[config.mk]
export PLATFORM = sky130hd
export DESIGN_NAME = clip_chain_lane_sequencer_core
export DESIGN_NICKNAME = d
export VERILOG_FILES = /design/src/sv/ccls_pkg.sv /design/src/sv/clip_chain_lane_sequencer_core.sv
export SDC_FILE = /design/constraint.sdc
export NUM_CORES = 2
export LEC_CHECK = 0
export BUFFER_PORTS_ARGS = -buffer_cell sky130_fd_sc_hd__buf_4
export CAP_MARGIN = 20
export CORE_ASPECT_RATIO = 1.4
export CORE_MARGIN = 5
export CORE_UTILIZATION = 60
export CTS_BUF_LIST = sky130_fd_sc_hd__clkbuf_8
export DETAILED_ROUTE_END_ITERATION = 8
export PLACE_DENSITY = 0.75
export SETUP_SLACK_MARGIN = 0.02
export SYNTH_ARGS = -nofsm -noshare
export SYNTH_HDL_FRONTEND = slang
export SYNTH_SLANG_ARGS = --single-unit
[constraint.sdc]
create_clock -name clk -period 9.2 [get_ports clk]
set_input_delay 0.46 -clock clk [delete_from_list [all_inputs] [get_ports clk]]
set_output_delay 0.46 -clock clk [all_outputs]
set_load 0.005 [all_outputs]
[src/sv/ccls_pkg.sv]
// ccls_pkg: types and fixed constants of the clip chain lane sequencer.
// No dependencies; used by clip_chain_lane_sequencer_core, ccls_checker and tb.
package ccls_pkg;

  localparam int unsigned MaxEntries = 16;
  localparam int unsigned MaxLanes   = 16;

  localparam int unsigned EntryW  = 4;
  localparam int unsigned LaneW   = 4;
  localparam int unsigned FramesW = 30;
  localparam int unsigned FrameW  = 64;
  localparam int unsigned CountW  = 5;
  localparam int unsigned MaskW   = 16;

  // Function codes of an input transaction
  localparam logic FUNC_TICK  = 1'b0;
  localparam logic FUNC_WRITE = 1'b1;

  // Configuration register indexes
  localparam logic [1:0] REG_CHAIN_ENABLE = 2'd0;
  localparam logic [1:0] REG_ENTRY_COUNT  = 2'd1;
  localparam logic [1:0] REG_LANE_COUNT   = 2'd2;

  typedef enum logic [1:0] {
    ST_IDLE,
    ST_STEP,
    ST_FINISH
  } state_t;

  typedef struct packed {
    logic               func;
    logic [EntryW-1:0]  entry_index;
    logic [LaneW-1:0]   entry_lane;
    logic [FramesW-1:0] entry_frames;
    logic               running;
    logic [FrameW-1:0]  tick_frame;
  } in_item_t;

  typedef struct packed {
    logic [LaneW-1:0]  open_lane;
    logic [EntryW-1:0] active_position;
    logic [MaskW-1:0]  mute_mask;
    logic [MaskW-1:0]  restart_mask;
    logic [FrameW-1:0] next_boundary;
    logic              boundary_valid;
  } out_item_t;

endpackage

[src/sv/clip_chain_lane_sequencer_core.sv]
// clip_chain_lane_sequencer_core: chain table, boundary stepping and mute masks.
// Depends on ccls_pkg (types, constants, state encoding).
//
// Usage: a transaction is accepted when start is high and busy is low. A write
// transaction (func = 1) loads one chain entry and restarts the chain; its result
// appears on out_data with out_valid in the cycle after acceptance. A tick that finds
// the chain inactive (not running, disabled, or zero entries or lanes) also answers
// in the cycle after acceptance. A tick that syncs the chain passes through ST_FINISH
// before its result is registered. A synced tick walks the chain with one shared 64-bit
// compare and add, one entry transition per clock, in ST_STEP and then ST_FINISH; the
// transitions are at most MAX_STEPS_PER_TICK. busy is high meanwhile.
// out_valid is a single-cycle strobe and the receiver cannot hold it off; busy drops
// in the strobe cycle, so the next transaction may start while a result is shown.
// Writes to the mapped configuration registers take effect at once and restart the
// chain; issue them only while the block is idle.
module clip_chain_lane_sequencer_core #(
  parameter int unsigned MAX_STEPS_PER_TICK = 64
) (
  input  logic                          clk,
  input  logic                          rst_n,
  input  logic                          start,
  output logic                          busy,
  input  ccls_pkg::in_item_t            in_data,
  output logic                          out_valid,
  output ccls_pkg::out_item_t           out_data,
  input  logic                          cfg_we,
  input  logic [1:0]                    cfg_index,
  input  logic [ccls_pkg::CountW-1:0]   cfg_data
);
  import ccls_pkg::*;

  localparam int unsigned StepW = $clog2(MAX_STEPS_PER_TICK + 1);
  localparam logic [StepW-1:0] StepMax = StepW'(MAX_STEPS_PER_TICK);

  // Chain table, reset to lane 0 / one frame per entry
  logic [LaneW-1:0]   lane_table_r  [MaxEntries];
  logic [FramesW-1:0] frames_table_r[MaxEntries];

  state_t             state_r, state_nxt;
  logic               chain_enable_r;
  logic [CountW-1:0]  entry_count_r, lane_count_r;
  logic [EntryW-1:0]  cur_entry_r, cur_entry_nxt;
  logic [FrameW-1:0]  boundary_r, boundary_nxt;
  logic               synced_r, synced_nxt;
  logic [MaskW-1:0]   muted_r, muted_nxt;
  logic [FrameW-1:0]  frame_r;
  logic [StepW-1:0]   steps_r, steps_nxt;
  logic               out_valid_r, out_valid_nxt;
  out_item_t          out_r, out_nxt;

  logic               accept;
  logic [CountW-1:0]  ne, nl;
  logic [MaskW-1:0]   range_mask;
  logic               chain_active;
  logic               advance;
  logic [EntryW-1:0]  step_entry;
  logic [LaneW-1:0]   wr_lane;
  logic [FramesW-1:0] wr_frames;
  logic [LaneW-1:0]   act_lane;
  logic [MaskW-1:0]   entry_mute;

  assign accept    = start && (state_r == ST_IDLE);
  assign busy      = (state_r != ST_IDLE);
  assign out_valid = out_valid_r;
  assign out_data  = out_r;

  // Effective counts saturate at the table / lane sizes
  assign ne = (entry_count_r > CountW'(MaxEntries)) ? CountW'(MaxEntries) : entry_count_r;
  assign nl = (lane_count_r > CountW'(MaxLanes)) ? CountW'(MaxLanes) : lane_count_r;
  assign range_mask = MaskW'((17'd1 << nl) - 17'd1);

  assign chain_active = in_data.running && chain_enable_r && (ne != '0) && (nl != '0);

  // Write path: clamp the lane to lanes present, store zero duration as one
  always_comb begin
    if (nl == '0) begin
      wr_lane = '0;
    end else if ({1'b0, in_data.entry_lane} >= nl) begin
      wr_lane = LaneW'(nl - CountW'(1));
    end else begin
      wr_lane = in_data.entry_lane;
    end
    wr_frames = (in_data.entry_frames == '0) ? FramesW'(1) : in_data.entry_frames;
  end

  // Shared step unit: one compare and one add per cycle
  assign advance    = (frame_r >= boundary_r) && (steps_r < StepMax);
  assign step_entry = ({1'b0, cur_entry_r} + CountW'(1) == ne) ? '0 : cur_entry_r + EntryW'(1);

  // Mute masks for the active entry
  always_comb begin
    act_lane = lane_table_r[cur_entry_r];
    if ({1'b0, act_lane} >= nl) begin
      act_lane = LaneW'(nl - CountW'(1));
    end
    entry_mute = range_mask & ~(MaskW'(1) << act_lane);
  end

  // Next state
  always_comb begin
    state_nxt = state_r;
    unique case (state_r)
      ST_IDLE: begin
        if (accept && (in_data.func == FUNC_TICK) && chain_active) begin
          state_nxt = synced_r ? ST_STEP : ST_FINISH;
        end
      end
      ST_STEP: begin
        if (!advance) begin
          state_nxt = ST_FINISH;
        end
      end
      ST_FINISH: state_nxt = ST_IDLE;
      default:   state_nxt = ST_IDLE;
    endcase
  end

  // Datapath and result
  always_comb begin
    cur_entry_nxt = cur_entry_r;
    boundary_nxt  = boundary_r;
    synced_nxt    = synced_r;
    muted_nxt     = muted_r;
    steps_nxt     = steps_r;
    out_valid_nxt = 1'b0;
    out_nxt       = out_r;
    unique case (state_r)
      ST_IDLE: begin
        if (accept) begin
          out_nxt.open_lane       = '0;
          out_nxt.active_position = '0;
          out_nxt.restart_mask    = '0;
          out_nxt.next_boundary   = '1;
          out_nxt.boundary_valid  = 1'b0;
          out_nxt.mute_mask       = muted_r;
          steps_nxt               = '0;
          if (in_data.func == FUNC_WRITE) begin
            synced_nxt    = 1'b0;
            out_valid_nxt = 1'b1;
          end else if (!chain_active) begin
            synced_nxt        = 1'b0;
            muted_nxt         = muted_r & ~range_mask;
            out_nxt.mute_mask = muted_r & ~range_mask;
            out_valid_nxt     = 1'b1;
          end else if (!synced_r) begin
            cur_entry_nxt = '0;
            boundary_nxt  = in_data.tick_frame + FrameW'(frames_table_r[0]);
            synced_nxt    = 1'b1;
          end
        end
        if (cfg_we && (cfg_index == REG_CHAIN_ENABLE || cfg_index == REG_ENTRY_COUNT
                       || cfg_index == REG_LANE_COUNT)) begin
          synced_nxt = 1'b0;
        end
      end
      ST_STEP: begin
        if (advance) begin
          steps_nxt     = steps_r + StepW'(1);
          cur_entry_nxt = step_entry;
          boundary_nxt  = boundary_r + FrameW'(frames_table_r[step_entry]);
        end
      end
      ST_FINISH: begin
        muted_nxt               = (muted_r & ~range_mask) | entry_mute;
        out_nxt.open_lane       = act_lane;
        out_nxt.active_position = cur_entry_r;
        out_nxt.mute_mask       = (muted_r & ~range_mask) | entry_mute;
        out_nxt.restart_mask    = muted_r & range_mask & ~entry_mute;
        out_nxt.next_boundary   = boundary_r;
        out_nxt.boundary_valid  = 1'b1;
        out_valid_nxt           = 1'b1;
      end
      default: ;
    endcase
  end

  always_ff @(posedge clk) begin
    if (!rst_n) begin
      state_r        <= ST_IDLE;
      chain_enable_r <= 1'b0;
      entry_count_r  <= '0;
      lane_count_r   <= '0;
      cur_entry_r    <= '0;
      boundary_r     <= '0;
      synced_r       <= 1'b0;
      muted_r        <= '0;
      steps_r        <= '0;
      out_valid_r    <= 1'b0;
      for (int i = 0; i < MaxEntries; i++) begin
        lane_table_r[i]   <= '0;
        frames_table_r[i] <= FramesW'(1);
      end
    end else begin
      state_r     <= state_nxt;
      cur_entry_r <= cur_entry_nxt;
      boundary_r  <= boundary_nxt;
      synced_r    <= synced_nxt;
      muted_r     <= muted_nxt;
      steps_r     <= steps_nxt;
      out_valid_r <= out_valid_nxt;
      if (cfg_we) begin
        unique case (cfg_index)
          REG_CHAIN_ENABLE: chain_enable_r <= cfg_data[0];
          REG_ENTRY_COUNT:  entry_count_r  <= cfg_data;
          REG_LANE_COUNT:   lane_count_r   <= cfg_data;
          default: ;
        endcase
      end
      if (accept && (in_data.func == FUNC_WRITE)) begin
        lane_table_r[in_data.entry_index]   <= wr_lane;
        frames_table_r[in_data.entry_index] <= wr_frames;
      end
    end
  end

  // Payload registers
  always_ff @(posedge clk) begin
    out_r <= out_nxt;
    if (accept) begin
      frame_r <= in_data.tick_frame;
    end
  end

endmodule

==> summary.md <==
| Metric | Value |
|---|---|
| Most area-consuming cells after synthesis | `edfxtp_1 (50%), and3_1 (5.5%), dfxtp_1 (5.2%)` |
| Count of routing violations after the opening detailed-route iteration | `3646` |
| Die Height | `between 300 and 400 microns` |
| Max-Cap Viols | `0` |
| Total leakage power | `18.76 nW` |
| # nets final | `4433` |
| Hold Slack | `85.76 ps` |
| Post-synth top area share | `0.5030` |
| Fin. max-slew vios | `0` |
| Clock slew at the register clock pins of the worst setup and hold paths | `roughly 60 ps` |
| Row count | `115` |
| Count of unique library cells instantiated by Yosys | `86` |
| Initial antenna violation count | `6` |
| Gr usage total | `0.3220` |
| Cell Area, Placed | `44950 sq um` |
| Actual transition at the worst max-transition pin | `1144 ps` |
| Power per Cell Area | `159.5 nW/um^2` |
| Clock sink count | `between 800 and 900` |
| Skew-Pair Late Insertion Delay | `800 ps` |
| Final min period | `roughly 7500 ps` |
| HPWL after detailed placement | `84340 microns` |
| Share of the core filled with cells in the final layout | `0.6825` |
| Share of post-route cells with drive strength above 1 | `0.1252` |
| Number of buffers created by CTS | `130` |
| DRT antenna net count | `0` |
| Setup total negative slack | `0 ps` |
| Final routed wire length divided by cell count | `24.26 microns` |
| Hold Path Depth | `2` |
| Hold Crit Endpoint | `frames_table_r[7][18]$_SDFFCE_PN0P_` |
| Vias per inst | `around 6.4` |
| Number of input and output port buffers inserted | `221` |
| Syn Std Cell Area | `42570 sq um` |
| Final setup viols | `0` |
| First-pass GRT wire length | `193100 microns` |
| Unrepaired setup endpoints after global routing | `false` |
| Final cell area excluding filler cells | `approximately 48000 sq um` |
| Outcome | `finished clean` |
| Share of the clock period used by the worst path after layout | `0.8168` |
| Startpoint of the lowest-slack hold path | `in_data[83]` |
| Critical Path Fanout Max | `40` |
| Cell taking the most area after synthesis | `edfxtp_1` |
| Worst hold-check path type | `in -> reg` |
| Die Outline Area | `76450 sq um` |
| Gr ovfl total | `0` |
| Mean post-synth cell area | `10.72 sq um` |
| Startpoint of the worst-slack reg-to-reg timing path | `cur_entry_r[0]$_SDFFE_PN0P_` |
| Worst setup skew after layout | `around 35 ps` |
| Overall routed net length | `126500 microns` |
| Synthesized Nets | `4227` |
| TritonRoute pass-1 iters | `6` |
| Flip-flop and latch count after synthesis | `823` |
| Clock buffer depth | `3` |
| Area growth from synthesis to layout | `12.80%` |
| Final hold violation count | `0` |
| Layout fillers | `5339` |
| Worst IR drop on VDD | `approximately 0.13 mV` |
| Number of I/O pins | `222` |
| Relative max-transition margin | `0.2296` |
| Detailed-route via count | `33280` |
| Max Clk Rate | `between 100 and 150 MHz` |
| Width of the die | `235.1 microns` |
| Largest net degree at the start of global routing | `96` |
| Post-synthesis sequential area ratio | `0.5547` |
| Count of flip-flops with a built-in enable after synthesis | `approximately 710` |
| Buffer cell driving the clock tree root | `clkbuf_8` |
| Arrival time reported for the critical path endpoint | `8210 ps` |
| Yosys warning total | `0` |
| Post-layout power | `roughly 7.7 mW` |
| Cell with the most instances after synthesis | `edfxtp_1` |
| Core Box Area | `between 70000 and 80000 sq um` |
| Total number of H-tree levels | `4` |
| Critical path class | `reg -> reg` |
| Worst r2r dst | `boundary_r[51]$_SDFFE_PN0P_` |
| Synth cell count leaders | `edfxtp_1 (713), nand2_1 (519), and3_1 (376)` |
| Gp weighted congestion | `0.9769` |
| Primary FF master, synth | `edfxtp_1` |
| Register-to-register setup slack | `between 1500 and 2000 ps` |
| Number of remaining DRC errors | `0` |
| Starting Density | `0.6050` |
| Kind of start point of the critical path | `register` |
| Resize count post-CTS | `0` |
| Share of async-settable or async-resettable flops after synthesis | `0` |
| CTS tree | `yes` |
| Number of global-route vias before repair | `33100` |
| Crit end category | `register` |
| Reg2reg path depth | `20` |
| Synthesized instance count | `3970` |
| Data required time at the worst endpoint | `9890 ps` |
[where the power goes]
part	internal [mW]	switching, mW
Sequential	4.14	0.0344
Clock	1.41	1.47
Combinational	0.198	0.405
Total	5.75	1.91
[state kept, by name, indices dropped and copies added, names as in the netlist, named ones only]
| signal | count |
|---|---|
| frames_table_r | 480 |
| out_data | 105 |
| boundary_r | 64 |
| frame_r | 64 |
| lane_table_r | 64 |
| muted_r | 16 |
| steps_r | 7 |
| entry_count_r | 5 |
| lane_count_r | 5 |
| cur_entry_r | 4 |
| state_r | 2 |
| chain_enable_r | 1 |
| out_valid | 1 |
| synced_r | 1 |
[layout by cell type, fill, tap and decap left out, drive strengths merged, types with 138 or more instances in the layout]
cell type,netlist,layout
edfxtp,713,713
nand2,520,520
buf,36,291
and2,138,138
and3,376,376
inv,101,149
clkbuf,254,140
a21oi,268,268
nor2,234,234
mux2i,143,143
ha,140,140
[kinds of logic (layout without fill, tap and decap cells)]
kind of cell    count (synthesis)  in the layout  synth area share
fa+ha+maj                     142            142           0.04209
mux                           169            169           0.04588
flops                         823            823            0.5547
xor+xnor                       89             89           0.01902
buf+inv                       392            695           0.03548
compound gates                736            736            0.1104
other cells                     0              6                 0
simple gates                 1619           1619            0.1924
[per-layer routing]
metal,part of all wire,GRT usage
met1,0.36,0.3973
met2,0.49,0.5435
met3,0.088,0.06462
met4,0.054,0.1593
met5,0,0
[worst max-delay path: stages, from the launching register on]
cell and delay (ps):
dfxtp_4 780, ha_1 360, xor3_1 240, nor4b_1 250, nor3_1 150, a21oi_1 690, nor2_4 70, nand2_2 680
buf_4 430, a21oi_1 70, nor4_1 520, nor2_1 110, ha_1 450, nand2_1 130, or3_1 330, a2111oi_0 470
o2111ai_1 350, a21oi_2 540, nand2_1 220, o311a_1 330, a211oi_1 230
[how the worst max path moves through the flow]
stage / start / end / depth (start not counted) / slack, ps
2_1_floorplan: start / muted_r[11]$_SDFFE_PN0P_ / 6 / 2440
3_3_place_gp: cur_entry_r[0]$_SDFFE_PN0P_ / boundary_r[51]$_SDFFE_PN0P_ / 20 / 1870
3_5_place_dp: cur_entry_r[0]$_SDFFE_PN0P_ / boundary_r[51]$_SDFFE_PN0P_ / 20 / 1830
4_1_cts: cur_entry_r[0]$_SDFFE_PN0P_ / boundary_r[51]$_SDFFE_PN0P_ / 20 / 1800
5_1_grt: cur_entry_r[0]$_SDFFE_PN0P_ / boundary_r[51]$_SDFFE_PN0P_ / 20 / 1240
6_report: cur_entry_r[0]$_SDFFE_PN0P_ / boundary_r[51]$_SDFFE_PN0P_ / 20 / 1690
[final cells by class]
| class | count | area [sq um] | area share |
|---|---|---|---|
| Inverter | 102 | 382.9 | 0.007973 |
| Timing Repair Buffer | 364 | 2928 | 0.06097 |
| Clock inverter | 89 | 399.1 | 0.008312 |
| Clock buffer | 140 | 1927 | 0.04013 |
| Tap cell | 936 | 1171 | 0.02439 |
| Antenna cell | 6 | 15.01 | 0.0003127 |
| Sequential cell | 823 | 23620 | 0.4918 |
| Multi-Input combinational cell | 2755 | 17580 | 0.3661 |
[stage by stage]
stage | std cells | setup WS, ps
floorplan | 3970 | 2436
global placement | 4907 | 1872
detailed placement | 4907 | 1834
CTS | 5209 | 1795
global route | 5215 | 1236
finish | 5215 | 1685
[repair_timing]
item | CTS | global route
buffers inserted | 0 | 0
endpoints found under the hold margin | 95 | 0
endpoints found under the setup margin | 0 | 0
hold buffers | 73 | 0
Note: power is estimated with default switching activity, not from simulation.
